### src/rtl/core/e2q_pkg.sv
// Shared types, constants and fixed-point helpers for the Euler angle to quaternion converter.
package e2q_pkg;

  typedef struct packed {
    logic signed [15:0] roll_angle;
    logic signed [15:0] pitch_angle;
    logic signed [15:0] yaw_angle;
  } e2q_in_t;

  typedef struct packed {
    logic signed [15:0] quat_w;
    logic signed [15:0] quat_x;
    logic signed [15:0] quat_y;
    logic signed [15:0] quat_z;
  } e2q_out_t;

  localparam logic signed [15:0] ANG_LIMIT   = 16'sd25736;
  localparam logic signed [33:0] PI_Q30      = 34'sd3373259426;
  localparam logic signed [33:0] HALF_PI_Q30 = 34'sd1686629713;
  localparam logic signed [32:0] ONE_Q30     = 33'sd1073741824;
  localparam logic [31:0]        Q_MAX       = 32'd16384;

  localparam int STEPS     = 6;
  localparam int SIN_STEPS = 5;
  localparam int COS_DIV [STEPS]     = '{132, 90, 56, 30, 12, 2};
  localparam int SIN_DIV [SIN_STEPS] = '{110, 72, 42, 20, 6};

  localparam int SC_LAT  = 2 + 4 * STEPS;
  localparam int MAT_LAT = 6;
  localparam int ISQ_LAT = 9;
  localparam int LAT     = SC_LAT + MAT_LAT + ISQ_LAT;

  function automatic logic signed [35:0] trunc_q30(input logic signed [65:0] p);
    logic signed [65:0] b;
    b = p[65] ? p + 66'sd1073741823 : p;
    b = b >>> 30;
    return $signed(b[35:0]);
  endfunction

  function automatic logic signed [31:0] mulq_trunc(input logic signed [65:0] p);
    logic signed [35:0] t;
    t = trunc_q30(p);
    return $signed(t[31:0]);
  endfunction

endpackage

### src/rtl/core/e2q_isqrt.sv
// Pipelined rounded integer square root with cap and sign for one quaternion component.
module e2q_isqrt (
  input  logic               clk,
  input  logic               en,
  input  logic [31:0]        val,
  input  logic               neg,
  output logic signed [15:0] root
);

  localparam int PAIRS = 8;

  logic [31:0] n_s   [PAIRS+1];
  logic [31:0] res_s [PAIRS+1];
  logic        ng_s  [PAIRS+1];

  assign n_s[0]   = val;
  assign res_s[0] = '0;
  assign ng_s[0]  = neg;

  for (genvar g = 0; g < PAIRS; g++) begin : g_pair
    localparam int K0 = 2 * (PAIRS - 1 - g) + 1;
    logic [31:0] nw, rw;
    logic [31:0] n_r, res_r;
    logic        ng_r;

    always_comb begin
      logic [31:0] bitv;
      nw = n_s[g];
      rw = res_s[g];
      for (int j = 0; j < 2; j++) begin
        bitv = 32'd1 << (2 * (K0 - j));
        if (nw >= rw + bitv) begin
          nw = nw - (rw + bitv);
          rw = (rw >> 1) + bitv;
        end else begin
          rw = rw >> 1;
        end
      end
    end

    always_ff @(posedge clk) begin
      if (en) begin
        n_r   <= nw;
        res_r <= rw;
        ng_r  <= ng_s[g];
      end
    end

    assign n_s[g+1]   = n_r;
    assign res_s[g+1] = res_r;
    assign ng_s[g+1]  = ng_r;
  end

  logic [31:0]        rr_w;
  logic [15:0]        mag_w;
  logic signed [15:0] root_nxt;
  logic signed [15:0] root_r;

  always_comb begin
    rr_w     = res_s[PAIRS] + 32'(n_s[PAIRS] > res_s[PAIRS]);
    mag_w    = (rr_w > e2q_pkg::Q_MAX) ? e2q_pkg::Q_MAX[15:0] : rr_w[15:0];
    root_nxt = ng_s[PAIRS] ? -$signed(mag_w) : $signed(mag_w);
  end

  always_ff @(posedge clk) begin
    if (en) begin
      root_r <= root_nxt;
    end
  end

  assign root = root_r;

endmodule

### config.mk
export PLATFORM = sky130hd
export DESIGN_NAME = e2q_isqrt
export DESIGN_NICKNAME = d
export VERILOG_FILES = /design/src/rtl/core/e2q_pkg.sv /design/src/rtl/core/e2q_isqrt.sv
export SDC_FILE = /design/constraint.sdc
export NUM_CORES = 1
export LEC_CHECK = 0
export BUFFER_PORTS_ARGS = -buffer_cell sky130_fd_sc_hd__buf_2
export CAP_MARGIN = 15
export CORE_UTILIZATION = 60
export CTS_BUF_LIST = sky130_fd_sc_hd__clkbuf_2
export DETAILED_ROUTE_END_ITERATION = 10
export PLACE_DENSITY_LB_ADDON = 0.2
export SETUP_SLACK_MARGIN = 0.02
export SLEW_MARGIN = 15
export SYNTH_ARGS = -nofsm -noshare
export SYNTH_HDL_FRONTEND = slang
export SYNTH_SLANG_ARGS = --single-unit
### constraint.sdc
create_clock -name clk -period 7.5 [get_ports clk]
set_clock_uncertainty 0.05 [all_clocks]
set_input_delay 1.5 -clock clk [delete_from_list [all_inputs] [get_ports clk]]
set_output_delay 1.5 -clock clk [all_outputs]
set_load 0.1 [all_outputs]
### Word-level counts from Yosys, hierarchy flattened

Index checks and enable logic that the tools add are counted.

| cells by class | value |
|---|---|
| $add $sub $neg | 48 |
| $lt $le $gt $ge | 18 |
| muxes and demuxes | 34 |

Operator list:

| kind | number |
|---|---|
| two-way mux 32 bit | 23 |
| greater-or-equal comparator 32 bit | 15 |
| subtractor 32 bit | 15 |
| two-way mux 31 bit | 9 |
| adder 31 x 1 -> 32 bit, second input constant | 1 |
| adder 31 x 11 -> 32 bit, second input constant | 1 |
| adder 31 x 13 -> 32 bit, second input constant | 1 |
| adder 31 x 15 -> 32 bit, second input constant | 1 |
| adder 31 x 17 -> 32 bit, second input constant | 1 |
| adder 31 x 19 -> 32 bit, second input constant | 1 |
| adder 31 x 21 -> 32 bit, second input constant | 1 |
| adder 31 x 23 -> 32 bit, second input constant | 1 |
| adder 31 x 25 -> 32 bit, second input constant | 1 |
| adder 31 x 27 -> 32 bit, second input constant | 1 |
| adder 31 x 29 -> 32 bit, second input constant | 1 |
| adder 31 x 3 -> 32 bit, second input constant | 1 |
| adder 31 x 5 -> 32 bit, second input constant | 1 |
| adder 31 x 7 -> 32 bit, second input constant | 1 |
| adder 31 x 9 -> 32 bit, second input constant | 1 |
| adder 32 x 1 -> 32 bit | 1 |
| adder 32 x 1 -> 32 bit, second input constant | 1 |
| adder 32 x 11 -> 32 bit, second input constant | 1 |
| adder 32 x 13 -> 32 bit, second input constant | 1 |
| adder 32 x 15 -> 32 bit, second input constant | 1 |
| 17 further kinds | 18 |

| word-level totals | value |
|---|---|
| bits in registers | 536 |
| input port bits | 35 |
| logic and storage cells | 133 |

### Logic depth before layout (Yosys ltp)

| logic depth | value |
|---|---|
| depth in word-level cells | 6 |
| gate-level depth with buffers | 30 |
| mapped depth without buffers | 27 |

### Worst setup path after synthesis

Ideal clock, no wire load.

| path | value |
|---|---|
| kind | register to register |
| start | register g_pair[5].n_r[23] |
| end | register g_pair[6].n_r[10] (data pin) |
| library setup time | 0.270 ns |
| data arrival time | 5.370 ns |
| slack | 1.810 ns |
| cell stages (with the launch flop) | 22 |
| buffers on the path | 4 |
| cell sequence | edfxtp_1 -> or4_1 -> nor4_1 -> o31ai_1 -> or4_1 -> clkinv_1 -> clkbuf_1 -> clkbuf_1 -> nor2_1 -> nor2_1 -> ha_1 -> a21o_1 -> a21o_1 -> a32o_1 -> o41ai_1 -> o21ai_0 -> nand3_1 -> o211ai_1 -> nor3_1 -> buf_2 -> buf_1 -> o21ai_0 |

| on the way | value |
|---|---|
| word-level cells in the longest chain between the ends | 5 |
| elaborated cells on any way between the ends | 8 |

Ends and longest elaborated chain:

| item | RTL line | RTL |
|---|---|---|
| from (decl) | e2q_isqrt.sv:23 | `logic [31:0] n_r, res_r;` |
| from (signal assigned) | e2q_isqrt.sv:43 | `n_r <= nw;` |
| greater-or-equal comparator 32 bit | e2q_isqrt.sv:32 | `if (nw >= rw + bitv) begin` |
| two-way mux 32 bit | e2q_isqrt.sv:32 |  |
| adder 32 x 5 -> 32 bit | e2q_isqrt.sv:32, e2q_isqrt.sv:33 |  |
| subtractor 32 bit or greater-or-equal comparator 32 bit (tied branches) | e2q_isqrt.sv:33, e2q_isqrt.sv:32 |  |
| two-way mux 32 bit * | e2q_isqrt.sv:32 |  |
| net g_pair[6].nw[10] | e2q_isqrt.sv:22 | `logic [31:0] nw, rw;` |
| to (signal assigned) | e2q_isqrt.sv:43 |  |
| to (decl) | e2q_isqrt.sv:23 |  |

The timed path passes the listed nets; every way through them passes the cells marked *.
A chain may end at the register's enable or synchronous reset.

### Worst setup path in the final report

| path | value |
|---|---|
| start | register g_pair[6].n_r[21] |
| end | register g_pair[7].n_r[31] (data pin) |

| on the way | value |
|---|---|
| word-level cells in the longest chain between the ends | 5 |
| elaborated cells on any way between the ends | 8 |

Ends and longest elaborated chain:

| item | RTL line |
|---|---|
| greater-or-equal comparator 32 bit | e2q_isqrt.sv:32 |
| two-way mux 32 bit | e2q_isqrt.sv:32 |
| adder 32 x 1 -> 32 bit | e2q_isqrt.sv:32, e2q_isqrt.sv:33 |
| subtractor 32 bit or greater-or-equal comparator 32 bit (tied branches) | e2q_isqrt.sv:33, e2q_isqrt.sv:32 |
| two-way mux 32 bit * | e2q_isqrt.sv:32 |
| net g_pair[7].nw[31] | e2q_isqrt.sv:22 |
| to (signal assigned) | e2q_isqrt.sv:43 |
| to (decl) | e2q_isqrt.sv:23 |

Marked as above.

==> load_flow_metrics.sql <==
INSERT INTO impl_metrics (metric_group, metric, value, unit) VALUES
('outcome', 'outcome', 'complete, no violations', ''),
('worst_hold_path', 'hold_start', 'g_pair[1].n_r[16]$_DFFE_PP_', ''),
('critical_path', 'crit_family', 'compound AO/OA/AOI/OAI gates', ''),
('clock_network', 'cts-resized-gates', '0', ''),
('die', 'dieHeight', '203', 'µm'),
('clock_network', 'cts_setup_buffers', '0', ''),
('grt', 'grt_antenna_before_repair', '2', ''),
('synth', 'synthesis.instances', '2441', ''),
('sta', 'layout_worst_path_cycle_share', '81.5', '%'),
('routing', 'via_per_inst', '6.07', ''),
('layout', 'syn_to_final_growth', '6.87', '%'),
('critical_path', 'max_stage_delay', '0.58', 'ns'),
('synth', 'ys_warn_count', '0', ''),
('clock_network', 'cts.htree.levels', '3', ''),
('clock_network', 'clk_pin_slew', '0.10', 'ns'),
('synth', 'synthDistinctLibCells', '83', ''),
('power', 'leakagePower', '0.0104', 'µW'),
('critical_path', 'r2r_start', 'g_pair[6].n_r[21]$_DFFE_PP_', ''),
('die', 'row_count', '73', ''),
('sta', 'fin_crit', '6.11', 'ns'),
('critical_path', 'cpMostUsedCell', 'o21ai_0', ''),
('clock_network', 'tritoncts_clock_tree', 'yes', ''),
('synth', 'synthSimpleGateAreaFrac', '17.5', '%'),
('routing', 'drt-wirelength-per-cell', '18.7', 'µm'),
('synth', 'synthesis.area', '24200', 'µm²'),
('clock_network', 'cts_inserted_buffers', '91', ''),
('critical_path', 'crit_path_start_kind', 'flip-flop', ''),
('layout', 'number_of_filler_cells_placed_in_the_layout', '3289', ''),
('critical_path', 'timing_worst_setup_path_type', 'flip-flop to flip-flop', ''),
('die', 'core_area', '39800', 'µm²'),
('routing', 'drc', '0', ''),
('routing', 'ant_nets', '0', ''),
('sta', 'maxClockFrequency', '0.164', 'GHz'),
('sta', 'setup_total_negative_slack', '0', 'ns'),
('synth', 'synthMuxAreaShare', '2.30', '%'),
('critical_path', 'crit_arrival', '6.86', 'ns'),
('layout', 'final_layout_size_suffix_gt1_share', '10.4', '%'),
('die', 'die_area', '41200', 'µm²'),
('power', 'ir_worst_vdd', '0.220', 'mV'),
('sta', 'slew_headroom', '20.7', '%'),
('clock_network', 'cts_hold_repair.buffers', '0', ''),
('routing', 'dr.pass1.iters', '7', ''),
('critical_path', 'crit_path_cell_trace', 'or3_1 > or4_1 > a211oi_1 > nand3_1 > inv_1 > o21ai_0 > ha_1 > a31o_2 > a21o_1 > a21oi_1 > o21ai_0 > a21oi_1 > nand2_1 > o211a_1 > nor2_4 > buf_4 > o21ai_0', ''),
('sta', 'grt_setup_unrepaired', 'false', ''),
('sta', 'timing_worst_slew_pin_value', '1.19', 'ns'),
('grt', 'grt_pass1_wl', '93800', 'µm'),
('routing', 'drt_first_iter_violations', '1296', ''),
('die', 'die_width', '203', 'µm'),
('sta', 'finalSetupViolCount', '0', ''),
('power', 'power.density_cell_area', '330', 'nW/µm²'),
('clock_network', 'cts.root.buffer_cell', 'clkbuf_2', ''),
('grt', 'global_route.overflow_total', '0', ''),
('synth', 'largest_family_of_logic_cells_by_synthesized_area', 'simple AND/OR/NAND/NOR gates', ''),
('power', 'post-layout-total-power', '8540', 'µW'),
('die', 'num_io_pins', '51', ''),
('critical_path', 'cell_at_the_slowest_stage_of_the_critical_path', 'inv_1', ''),
('synth', 'count_of_flip_flops_with_a_built_in_enable_after_synthesis', '352', ''),
('critical_path', 'critPathBufInv', '2', ''),
('synth', 'synth_register_bits', '352', ''),
('die', 'start_util', '60.9', '%'),
('synth', 'fraction_of_the_mapped_netlist_area_in_compound_gates', '15.1', '%'),
('routing', 'detail_route.wirelength', '58700', 'µm'),
('synth', 'seq_area_frac_synth', '43.6', '%'),
('clock_network', 'clock-sinks', '352', ''),
('synth', 'adder_cell_share_of_the_synthesized_area', '9.24', '%'),
('synth', 'ys.flop_type', 'edfxtp_1', ''),
('grt', 'grt_start_max_net_pins', '200', ''),
('synth', 'synth.avg_cell_area', '9.93', 'µm²'),
('critical_path', 'timing.critical_path.fanout_max', '23', ''),
('critical_path', 'setup.worst_path.end_class', 'flip-flop', ''),
('sta', 'hold-worst-slack', '0.356', 'ns');
[flip-flops by register name, indices dropped and copies added (netlist names)]
register / cells
g_pair.n_r: 256
g_pair.ng_r: 8
g_pair.res_r: 72
root: 16
[report_power, final]
group,total [µW],switching (µW),internal (µW)
combinational,4120,2410,1710
clock,1350,820,534
sequential,3070,329,2740
[per-stage QoR]
| stage | utilization [%] | cells | setup slack (ns) | instance area, µm² |
|---|---|---|---|---|
| CTS | 65.0 | 3132 | 1.43 | 25900 |
| global route | 65.0 | 3136 | 0.950 | 25900 |
| global placement | 62.8 | 2969 | 1.59 | 25000 |
| floorplan | - | 2441 | 1.81 | 24200 |
| finish | 65.0 | 3136 | 1.39 | 25900 |
| detailed placement | 62.8 | 2969 | 1.46 | 25000 |
[cell usage after synthesis (33+ instances only)]
cell type	instances	area, µm²
clkbuf_1	46	173
nand3_1	51	255
nand2_1	204	766
edfxtp_1	352	10600
xnor2_1	166	1450
a21o_1	50	375
nor2_1	200	751
nor4_1	57	357
nor2b_1	33	206
o21a_1	35	263
ha_1	179	2240
xor2_1	72	631
nor3_1	76	380
o21ai_0	113	566
nand4_1	49	307
inv_1	157	589
a21oi_1	146	731
[path summary, 6_finish.rpt]
check / slack [ns] / cells after the start / to
worst max-delay path: 1.39 / 17 / g_pair[7].n_r[31]$_DFFE_PP_
worst min-delay path: 0.36 / 0 / g_pair[2].n_r[16]$_DFFE_PP_
worst max register to register: 1.39 / 17 / g_pair[7].n_r[31]$_DFFE_PP_
worst min register to register: 0.36 / 0 / g_pair[2].n_r[16]$_DFFE_PP_
[layer usage]
layer  part of all wire (%)  track usage [%]  up-vias
met5                      0                0        -
met3                    4.4             4.25      152
met1                     40             32.8     8976
met4                    4.2             13.7        0
met2                     51             52.4      570
li1                       -                -     9333
[placed cells by master, fill, tap and decap left out, drive strengths merged, types with 23 or more instances in the layout]
master	Yosys	routed
a21o	50	50
a21oi	146	146
a31oi	23	23
buf	15	65
clkbuf	47	121
clkinv	2	37
edfxtp	352	352
ha	179	179
inv	160	165
mux2	29	29
nand2	204	204
nand2b	28	28
nand3	51	51
nand4	49	49
nor2	201	201
nor2b	33	33
nor3	77	77
nor4	57	57
o21a	35	35
o21ai	114	114
o31ai	24	24
or3	25	25
xnor2	166	166
xor2	72	72
[cell type report]
cell class | count | area [µm²] | share of cell area, %
diodes | 4 | 10.0 | 0.0386
flip-flops and latches | 352 | 10600 | 40.8
inverters | 162 | 608 | 2.35
clock buffers | 121 | 606 | 2.34
repair buffers | 65 | 385 | 1.49
well taps | 525 | 657 | 2.54
multi-input cells | 1865 | 12800 | 49.4
clock inverters | 42 | 262 | 1.01
[cell families after synthesis]
logic type / count (synthesis)
buf+inv: 224
mux: 48
simple gates: 843
fa+ha+maj: 179
flops: 352
compound gates: 557
xor+xnor: 238
[worst reg2reg max path: cells and delay by family, from the launching register on]
kind | cells | cell delay, ns
AOI/OAI and AO/OA | 9 | 2.14
and+or+nand+nor | 5 | 1.83
buffers and inverters | 2 | 0.90
adders and majority gates | 1 | 0.48
DFF | 1 | 0.49
Note: power is estimated with default switching activity, not from simulation.
